File: src/rtl/core/rps_ram.sv
`default_nettype none
module rps_ram #(
  parameter int unsigned Width = 16,
  parameter int unsigned Depth = 64
) (
  input  wire logic                     clk_i,
  input  wire logic                     we_i,
  input  wire logic [$clog2(Depth)-1:0] waddr_i,
  input  wire logic [Width-1:0]         wdata_i,
  input  wire logic [$clog2(Depth)-1:0] raddr_i,
  output logic      [Width-1:0]         rdata_o
);

  logic [Width-1:0] mem [Depth];

  always_ff @(posedge clk_i) begin
    if (we_i) begin
      mem[waddr_i] <= wdata_i;
    end
    rdata_o <= mem[raddr_i];
  end

endmodule
`default_nettype wire

File: config.mk
export PLATFORM = sky130hd
export DESIGN_NAME = rps_ram
export DESIGN_NICKNAME = d
export VERILOG_FILES = /design/src/rtl/core/rps_ram.sv
export SDC_FILE = /design/constraint.sdc
export NUM_CORES = 1
export LEC_CHECK = 0
export ABC_AREA = 1
export BUFFER_PORTS_ARGS = -buffer_cell sky130_fd_sc_hd__buf_2
export CORE_ASPECT_RATIO = 1.25
export CORE_MARGIN = 3
export CORE_UTILIZATION = 35
export DETAILED_ROUTE_END_ITERATION = 16
export GPL_ROUTABILITY_DRIVEN = 0
export SYNTH_ARGS = -nofsm -noshare
export SYNTH_HDL_FRONTEND = slang
export SYNTH_SLANG_ARGS = --single-unit
File: constraint.sdc
create_clock -name clk_i -period 4.1 [get_ports clk_i]
set_clock_uncertainty 0.2 [all_clocks]
set_input_delay 0.615 -clock clk_i [delete_from_list [all_inputs] [get_ports clk_i]]
set_output_delay 0.615 -clock clk_i [all_outputs]
set_load 0.01 [all_outputs]
==> impl_metrics.toml <==
[timing]
max_freq_mhz = 405
holdWs_ns = 0.236
maxSlewHeadroom_pct = 17.2
worstMarginPinSlew_ns = 1.24
finalCritPeriodShare_pct = 60.3
fin_setup_tns_ns = 0
fin_crit_ns = 2.47
maxSlewViolCount = 0
setup_violations = 0
grt_setup_unrepaired = "no"
hold_viol_final = 0

[clock_network]
cts_tree = "done"
path_clk_slew_ns = 0.07
clk_root_buffer_cell = "clkbuf_16"
cts_htree_levels = 3
cts.path.max_buffers = 3
insertion_delay_ns = 0.69
cts_made_buffers = 96
cts_setup_buffers = 0
clock_sinks = 1040
cts_resized = 0
postCtsHoldBufs = 0

[synth]
synth_edf_count = 1024
syn_avg_cell_area_um2 = 12.0
ys_async_sr_fraction_pct = 0
synth_top_area_cell = "edfxtp_1"
synth_cell_types = 16
synth_top_area_share_pct = 73.0
synth_nets = 3547
ys.flop_type = "edfxtp_1"
yosys-top-cells-area = "edfxtp_1 (73%), nand2_1 (12%), nand3_1 (10%)"
synth_warnings = 0
yosysSeqAreaShare_pct = 73.8
syn_inst = 3517
ys_seq_elements = 1040
synth_commonest_cells = "nand2_1 (1296), edfxtp_1 (1024), nand3_1 (871)"
yosysMostFrequentCell = "nand2_1"
synthesis.area_um2 = 42100

[critical_path]
timing_worst_setup_path_type = "input pin to flop"
critPathRequiredTime_ns = 4.51
crit_path_start_kind = "input pin"
end_kind = "flop"
crit_arrival_ns = 2.88
path_max_fanout = 107

[layout]
area_delta_synth_final_pct = 12.2
nNetsFinal = 3590
drive_gt1_share_pct = 8.93

[outcome]
outcome = "completed"

[min_path]
min_path_type = "input pin to flop"

[global_routing]
antenna_found_initial = 4
grt_usage_pct = 18.4
grt_max_degree = 108
grt_pass1_wl_mm = 171
grt_overflow = 0
grt_pass1_vias = 25476

[power]
ir_worst_vdd_v = 0.000298
leakagePower_nw = 16.8
p_per_area_nw_per_um2 = 471

[detailed_routing]
drcViolationCount = 0
drt_pass1_iterations = 5
totalWireLength_mm = 116
postRouteAntennaNets = 0
avgViaCountPerCell = 5.21
drtIter0Drc = 2593
routedWlPerCell_um = 22.3
num_vias = 27176

[floorplan]
rows = 141
fp.dieArea_um2 = 125000
core_area_um2 = 119000
ios = 46
die_x_um = 316
initial_core_util_pct = 35.5
die_y_um = 394

[run]
cap_violations = 0

[placed_design]
dp_hpwl_mm = 66.9
port_buffers = 45
[stage by stage]
step	power (W)	utilization, %	setup slack (ns)	cell area (um^2)	std cells
after floorplan	0.0128	-	0.731	42100	3517
after global placement	0.0134	37.1	1.04	44100	5035
after detailed placement	0.0134	37.1	1.04	44100	5035
after CTS	0.0224	39.8	1.77	47200	5214
after global routing	0.0229	39.8	1.55	47200	5214
final	0.0222	39.8	1.63	47300	5215
[metal layers]
metal  up-vias  track usage (%)  part of all wire (%)
met5         -                0                 0.020
met1     13518             24.2                    41
met4         4             7.68                   4.2
li1      12461                -                     -
met2       979             30.2                    49
met3       214             2.88                   6.4
[area by class of cell]
| type | instances | area (um^2) |
|---|---|---|
| timing repair buffer | 170 | 1390 |
| fill | 10911 | 71500 |
| tap | 1573 | 1970 |
| sequential | 1040 | 31100 |
| antenna | 1 | 2.50 |
| inverter | 12 | 71.3 |
| clock inverter | 49 | 563 |
| clock buffer | 130 | 2580 |
| multi-input combinational | 2240 | 9610 |
[final timing paths]
check | end | slack, ns | start | cells after the start
hold / removal | mem[12][11] | 0.24 | wdata_i[11] | 1
setup / recovery | rdata_o[13] | 1.63 | raddr_i[0] | 11
setup reg to reg | rdata_o[8] | 2.33 | mem[61][8] | 8
hold reg to reg | rdata_o[8] | 0.62 | mem[12][8] | 8
[where the power goes]
group / total (W) / internal [W] / switching (W)
clock: 0.00902 / 0.00514 / 0.00388
sequential: 0.0118 / 0.0118 / 0.0000474
combinational: 0.00140 / 0.000336 / 0.00107
[logic make-up (layout without fill, tap and decap cells)]
logic type	count (synthesis)	in the layout	share of synthesized area (%)
other cells	0	1	0
flops	1040	1040	73.8
buf+inv	237	361	3.54
simple gates	2240	2240	22.7
[sequential cells by signal, summed over array words and instances, names as in the netlist]
signal / count
rdata_o: 16
mem: 1024
[worst max-delay path, stage by stage]
cell and delay (ns):
buf_8 0.23, inv_16 0.34, buf_4 0.37, nand2_1 0.08
nand3_1 0.08, nand3_1 0.09, nand2_1 0.10, nand2_1 0.10
nand3_1 0.22, nand3_1 0.26, nand2_1 0.20
[cells in the final DEF (no fill, tap or decap), types with 9 or more instances in the layout]
cell | netlist | final
nand3_1 | 871 | 871
clkbuf_16 | 0 | 97
clkbuf_1 | 26 | 30
nand2_1 | 1296 | 1296
bufinv_16 | 0 | 11
buf_2 | 113 | 42
edfxtp_1 | 1024 | 1024
buf_12 | 0 | 16
clkinv_1 | 0 | 13
dfxtp_1 | 16 | 16
clkinv_2 | 0 | 14
nor2_1 | 56 | 49
nand4_1 | 9 | 9
buf_4 | 19 | 110
(Power assumes the default switching activity.)
