`src/rtl/core/rps_pkg.sv`:
```
`default_nettype none
package rps_pkg;

  localparam int unsigned MaxProcsDef = 64;
  localparam int unsigned TimeW       = 23;
  localparam int unsigned PidW        = 7;

  typedef enum logic [1:0] {
    CMD_ADD   = 2'd0,
    CMD_START = 2'd1,
    CMD_TICK  = 2'd2,
    CMD_CLEAR = 2'd3
  } cmd_e;

  typedef enum logic [2:0] {
    ST_ADDED       = 3'd0,
    ST_REJECTED    = 3'd1,
    ST_RUN_STARTED = 3'd2,
    ST_CPU_IDLE    = 3'd3,
    ST_RAN_UNIT    = 3'd4,
    ST_ALL_DONE    = 3'd5,
    ST_CLEARED     = 3'd6,
    ST_EMPTY       = 3'd7
  } status_e;

  typedef enum logic {
    CFG_MODE    = 1'b0,
    CFG_QUANTUM = 1'b1
  } cfg_idx_e;

  typedef enum logic [3:0] {
    S_IDLE, S_ADD, S_COPY, S_ADM, S_BEST, S_POP1, S_POP2, S_PICK,
    S_RUN1, S_RUN2, S_FIN1, S_FIN2, S_FIN3, S_OUT
  } state_e;

  typedef struct packed {
    logic [1:0]  cmd;
    logic [15:0] burst;
    logic [7:0]  priority_req;
    logic [15:0] arrival;
  } in_word_t;

  typedef struct packed {
    logic [2:0]       status;
    logic [PidW-1:0]  pid;
    logic [TimeW-1:0] start_time;
    logic [PidW-1:0]  preempted_pid;
    logic             quantum_expired;
    logic             completed;
    logic [TimeW-1:0] turnaround;
    logic [TimeW-1:0] waiting;
    logic [TimeW-1:0] response;
  } out_word_t;

  typedef struct packed {
    logic admit;
    logic eligible;
    logic better;
  } scan_res_t;

endpackage
`default_nettype wire

```
`src/rtl/core/rps_scan.sv`:
```
`default_nettype none
module rps_scan (
  input  wire logic [rps_pkg::TimeW-1:0] now_i,
  input  wire logic [15:0]               arr_i,
  input  wire logic [7:0]                pri_i,
  input  wire logic                      admitted_i,
  input  wire logic                      done_i,
  input  wire logic                      is_active_i,
  input  wire logic                      best_v_i,
  input  wire logic [7:0]                best_pri_i,
  input  wire logic [15:0]               best_arr_i,
  output rps_pkg::scan_res_t             res_o
);

  always_comb begin
    res_o.admit    = !admitted_i && ({7'b0, arr_i} <= now_i);
    res_o.eligible = admitted_i && !done_i && !is_active_i;
    res_o.better   = !best_v_i || (pri_i < best_pri_i) ||
                     ((pri_i == best_pri_i) && (arr_i < best_arr_i));
  end

endmodule
`default_nettype wire

```
`config.mk`:
```
export PLATFORM = sky130hd
export DESIGN_NAME = rps_scan
export DESIGN_NICKNAME = d
export VERILOG_FILES = /design/src/rtl/core/rps_pkg.sv /design/src/rtl/core/rps_scan.sv
export SDC_FILE = /design/constraint.sdc
export NUM_CORES = 1
export LEC_CHECK = 0
export BUFFER_PORTS_ARGS = -buffer_cell sky130_fd_sc_hd__buf_4
export CAP_MARGIN = 0
export CORE_UTILIZATION = 39
export DETAILED_ROUTE_END_ITERATION = 10
export GPL_TIMING_DRIVEN = 0
export PLACE_DENSITY = 0.86
export SYNTH_ARGS = -nofsm -noshare
export SYNTH_HDL_FRONTEND = slang
export SYNTH_SLANG_ARGS = --single-unit
export TNS_END_PERCENT = 20
```
`constraint.sdc`:
```
create_clock -name vclk -period 1.7
set_input_delay 0.34 -clock vclk [all_inputs]
set_output_delay 0.34 -clock vclk [all_outputs]
set_load 0.005 [all_outputs]
```
==> metrics.txt, run 1 <==
total power=393 µW; Seq cells=0; share of layout cells above drive strength 1=46.2%; Ports=78; GRT Util Overall=19.7%; core area=2480 µm²; Synth area leader=ha_1; Cells after Synth=142; VDD IR max=148 µV; Initial DRC Count=5; critical path fanouts, max=3; period utilization=115%; Placed Cells=250; area of the multi-input gates=1010 µm²; CP Data Required Time=1360 ps; buffers added on ports=78; Die Ht=53.3 µm; outcome=finished, violations left; failing checks=negative setup slack; Routed wire per std cell=10.9 µm; ant diodes=0; Vias/cell=4.86; DRC violations left=0; YS warnings=0; Register Area=0 µm²; placer congestion estimate=0.763; row cnt=18; fin crit period=1960 ps; Synth top area share=47.6%; Pre-antenna DRT Iters=3; crit-path cells=buf_6, inv_2, ha_4, a21oi_2, o21ai_2, a221oi_2, o211ai_1, a21oi_1, buf_4; CP endpoint kind=output port; CP arrival=1620 ps; Post-DP HPWL=2370 µm; Post-Synthesis Cell Area=1020 µm²; antenna violations before repair=0; initial core utilization=41.4%; Layout area overhead=76.8%; met1 Use GR=22.4%; CTS Hold Bufs=0; antenna viol nets, final=0; max-slew violations=0; CP Launch Type=primary input; die extent in x=53.3 µm; critical path launch point=now_i[10]; largest net degree at the start of global routing=4; Max Cap Viol=0; top post-synthesis cells by count=ha_1, inv_1, a21oi_1; Hold Crit Class=primary input to output port; Rel. slew slack=83.2%; vias in the first global route=1,148; Avg Cell Area, Syn=7.22 µm²; count of final hold-check violations=0; fillers=219; GR Util met3=0%; Most Crowded Layer GR=met2; final setup fails=2; worst-margin pin slew=250 ps; RSZ-0062 raised after global routing=true; # clk buffers=0; worst stage delay on the critical path=310 ps; die area=2840 µm²; DR vias=1,219; power per cell area=217 nW/µm²; fin cells=251; CP max-delay cell=a221oi_2; Max Freq=510 MHz; leading post-synthesis cells by cell area=ha_1, inv_1, a21oi_1, o21ai_0, nand3_1; Overflow after GRT=0; WL final=2740 µm; first-pass GRT wire length=4310 µm; leak pwr=0.00101 µW; Nets=337; category of the most critical setup path=primary input to output port; register area share after synthesis=0%; setup ws final=-261 ps; capture point of the worst path=res_o[2]; Distinct cells, synth=27; min-delay src=done_i; syn_nets=256; met2 usage=41.7%
==> cell type report <==
| cell class | instances | area share, % |
|---|---|---|
| Inverter | 39 | 8.22 |
| Multi-Input combinational cell | 103 | 55.5 |
| Tap cell | 30 | 2.07 |
| Timing Repair Buffer | 79 | 34.2 |
==> worst max-delay path: cells and delay by family <==
kind	cells	cell delay [ps]
compound gates	5	810
buf+inv	3	270
fa+ha+maj	1	200
==> kinds of logic (layout without fill, tap and decap cells) <==
kind of cell               after synthesis  in the layout  share of synthesized area [%]
and+or+nand+nor                         32             32                           18.9
buffers and inverters                   39            118                           14.3
adders and majority gates               39             39                           47.6
AOI/OAI and AO/OA                       32             32                           19.2
==> worst min path at each step <==
stage	cells past startpoint	to
2_1_floorplan	1	res_o[2]
3_3_place_gp	3	res_o[1]
3_5_place_dp	3	res_o[1]
4_1_cts	3	res_o[1]
5_1_grt	3	res_o[1]
6_report	3	res_o[1]
==> per-layer routing <==
layer / vias up / share of wire (%)
li1: 658 / -
met1: 528 / 40
met2: 33 / 55
met3: 0 / 4.2
met4: 0 / 0
met5: - / 0
==> layout by cell type, fill, tap and decap left out, drive strengths merged <==
master | Yosys | layout
buf | 0 | 79
inv | 39 | 39
ha | 39 | 39
a21oi | 14 | 14
o21ai | 8 | 8
nand2 | 6 | 6
nand3 | 5 | 5
nand4 | 4 | 4
nor2 | 4 | 4
nor3 | 3 | 3
nor3b | 2 | 2
nor2b | 2 | 2
o211ai | 2 | 2
and4 | 2 | 2
a211oi | 2 | 2
a41oi | 1 | 1
a2111oi | 1 | 1
a21o | 1 | 1
o31a | 1 | 1
and2 | 1 | 1
nor4 | 1 | 1
and3 | 1 | 1
a221oi | 1 | 1
nand3b | 1 | 1
o311ai | 1 | 1
==> metrics by stage <==
| stage | cell area [µm²] | util, % | hold slack (ps) | TNS [ps] | setup WS, ps |
|---|---|---|---|---|---|
| 2_1_floorplan | 1060 | - | 708 | 0 | 1.74 |
| 4_1_cts | 1800 | 72.7 | 915 | -514 | -267 |
| 3_3_place_gp | 1680 | 67.8 | 909 | -596 | -318 |
| 6_report | 1810 | 73.1 | 912 | -495 | -261 |
| 3_5_place_dp | 1680 | 67.8 | 915 | -607 | -344 |
| 5_1_grt | 1810 | 73.1 | 920 | -703 | -361 |
==> power breakdown <==
part	total (µW)	switching [µW]	internal, µW
registers	0	0	0
clock network	0	0	0
logic	393	159	234
total	393	159	234
==> timing repair <==
action,in CTS,in global routing
buffers inserted,1,0
endpoints found under the setup margin,2,2
gates resized for setup,24,3
pin swaps,16,6
(Power assumes the default switching activity.)
==> inputs of run 2 (changes only) <==
ABC_AREA = 1   (was default)
CORE_UTILIZATION = 41   (was 39)
==> run 2 against run 1 <==
Compared with the run above:
- the flow still finishes with violations (negative setup slack)
- final area increased by 16%
- non-clock buffer count decreased by 1
- via count increased by 21%
- routed wire length increased by 28%
- maximum frequency increased by 12%
- combinational power increased by 26%
- worst setup slack improved by 210 ps
- critical path depth increased by 2
- hold slack got worse by 0.61 ps
- global-route usage increased by 2.8 points
- critical path type unchanged
- critical endpoint is now res_o[0]
==> metrics.txt, run 2 <==
count of final hold-check violations=0 (unchanged); adder-cell share of the synthesized area=41.5% (was 47.6%); row cnt=19 (was 18); Post-Synth XOR/XNOR Area=0% (unchanged); max-slew violations=0 (unchanged); WL final=3510 µm (was 2740 µm); ant diodes=0 (unchanged); Vias/cell=4.83 (was 4.86); DR vias=1,479 (was 1,219); setup ws final=-50.2 ps (was -261 ps); CP arrival=1410 ps (was 1620 ps); met1 Use GR=23.3% (was 22.4%); initial core utilization=43.0% (was 41.4%); Layout area overhead=78.5% (was 76.8%); Hold Crit Class=primary input to output port (unchanged); total power=494 µW (was 393 µW); vias in the first global route=1,459 (was 1,148); Max Cap Viol=0 (unchanged); cell with the most instances after synthesis=inv_1; largest net degree at the start of global routing=4 (unchanged); power per cell area=235 nW/µm² (was 217 nW/µm²); Routed wire per std cell=11.5 µm (was 10.9 µm); category of the most critical setup path=primary input to output port (unchanged); period utilization=103% (was 115%); Pre-antenna DRT Iters=4 (was 3); post-synthesis mux area share=0% (unchanged); leading post-synthesis cells by cell area=ha_1, inv_1, nand2_1, a21oi_1, nor2_1 (was ha_1, inv_1, a21oi_1, o21ai_0, nand3_1); antenna viol nets, final=0 (unchanged); fin crit period=1750 ps (was 1960 ps); commonest non-fill, non-tap cells in the layout=buf_4, inv_1, nand2_1 (was buf_4, inv_1, ha_1); CP endpoint kind=output port (unchanged); Simple-Gate Fraction of Synth Area=29.6% (was 18.9%); Max Freq=571 MHz (was 510 MHz); Die Ht=55.5 µm (was 53.3 µm); Register Area=0 µm² (unchanged); syn_nets=311 (was 256); fillers=214 (was 219); most common cell after layout, fill and taps aside=buf_4 (unchanged); met2 usage=47.3% (was 41.7%); buffers added on ports=78 (unchanged); first-pass GRT wire length=5820 µm (was 4310 µm); Post-Synthesis Cell Area=1170 µm² (was 1020 µm²); GRT Util Overall=22.5% (was 19.7%); Setup Fix Bufs, Post-CTS=0 (was 1); Synth area leader=ha_1 (unchanged); critical path fanouts, max=3 (unchanged); die extent in x=55.5 µm (was 53.3 µm); Rel. slew slack=89.3% (was 83.2%); Most Crowded Layer GR=met2 (unchanged); failing checks=negative setup slack (unchanged); antenna violations before repair=0 (unchanged); Synth top area share=41.5% (was 47.6%); outcome=finished, violations left (unchanged); core area=2730 µm² (was 2480 µm²); CP Launch Type=primary input (unchanged); RSZ-0062 raised after global routing=true (unchanged); Overflow after GRT=0 (unchanged); WHS=911 ps (was 912 ps); Cells after Synth=197 (was 142); # clk buffers=0 (unchanged); Compound-Gate Fraction of Synth Area=10.3% (was 19.2%); worst-margin pin slew=160 ps (was 250 ps); Post-DP HPWL=2620 µm (was 2370 µm); register area share after synthesis=0% (unchanged); Distinct cells, synth=19 (was 27); DRC violations left=0 (unchanged); placer congestion estimate=0.728 (was 0.763); CP Data Required Time=1360 ps (about the same); Seq cells=0 (unchanged); die area=3080 µm² (was 2840 µm²); Nets=391 (was 337); leak pwr=0.00120 µW (was 0.00101 µW); top post-synthesis cells by count=inv_1, nand2_1, ha_1 (was ha_1, inv_1, a21oi_1); Ports=78 (unchanged); share of layout cells above drive strength 1=45.1% (was 46.2%); Initial DRC Count=19 (was 5); VDD IR max=166 µV (was 148 µV); YS warnings=0 (unchanged); final setup fails=2 (unchanged); Avg Cell Area, Syn=5.96 µm² (was 7.22 µm²); largest family of logic cells by synthesized area=adder cells (unchanged); GR Util met3=2.58% (was 0%)
==> run 2: cell count changes in the layout (fill, tap and decap cells not counted), sizes merged, moves of 7 or more <==
cell	before	now
inv	39	58
nand2	6	50
nor2	4	13
o21ai	8	1
==> run 2: cell families (layout without fill, tap and decap cells) <==
kind of cell,Yosys count,count (layout)
compound gates,21,21
simple gates,79,79
fa+ha+maj,39,39
buf+inv,58,136
==> run 2: worst paths after layout <==
check  depth (start not counted)       end            from  slack, ps
max                           11  res_o[0]  best_arr_i[15]        -50
min                            3  res_o[1]     is_active_i        910
==> run 2: power by group <==
group          total (µW)  internal (µW)  switching (µW)  leakage (µW)
combinational         494            277             217       0.00120
sequential              0              0               0             0
clock                   0              0               0             0
==> run 2: timing repair <==
| item | in CTS | in global routing |
|---|---|---|
| hold buffers | 0 | 0 |
| endpoints found under the hold margin | 0 | 0 |
| setup endpoints to repair | 2 | 2 |
| pin swaps | 27 | 10 |
| gates resized for setup | 44 | 13 |
==> run 2: area by class of cell <==
cell class                 instances  area [µm²]  share of cell area, %
tap                               31        38.8                   1.85
timing repair buffer              78         634                   30.3
multi-input combinational        139        1200                   57.2
inverter                          58         225                   10.7
==> run 2: worst max-delay path, cell delays in order <==
cell and delay [ps]:
buf_4 110, inv_1 80, ha_4 200, nand2_1 60, nand3_1 70, nor3_2 110, nand3_1 100, nor2_1 90
nand2_1 70, nand2_1 70, buf_4 110
==> run 2: stage by stage <==
stage	worst slack [ps]	area (µm²)	util, %	std cells	TNS [ps]
after global placement	-115	1800	65.8	306	-219
after floorplan	142	1170	-	197	0
final	-50.2	2100	76.7	306	-89.7
after detailed placement	-130	1800	65.8	306	-253
after global routing	-115	2100	76.7	306	-223
after CTS	-26.2	2040	74.5	306	-36.5
==> run 2: metal layers <==
metal | part of all wire [%] | wire (µm) | vias up
met5 | 0 | 0 | -
met4 | 2.0 | 70 | 0
met3 | 4.5 | 159 | 8
met2 | 57 | 2000 | 51
met1 | 36 | 1270 | 643
li1 | - | - | 777
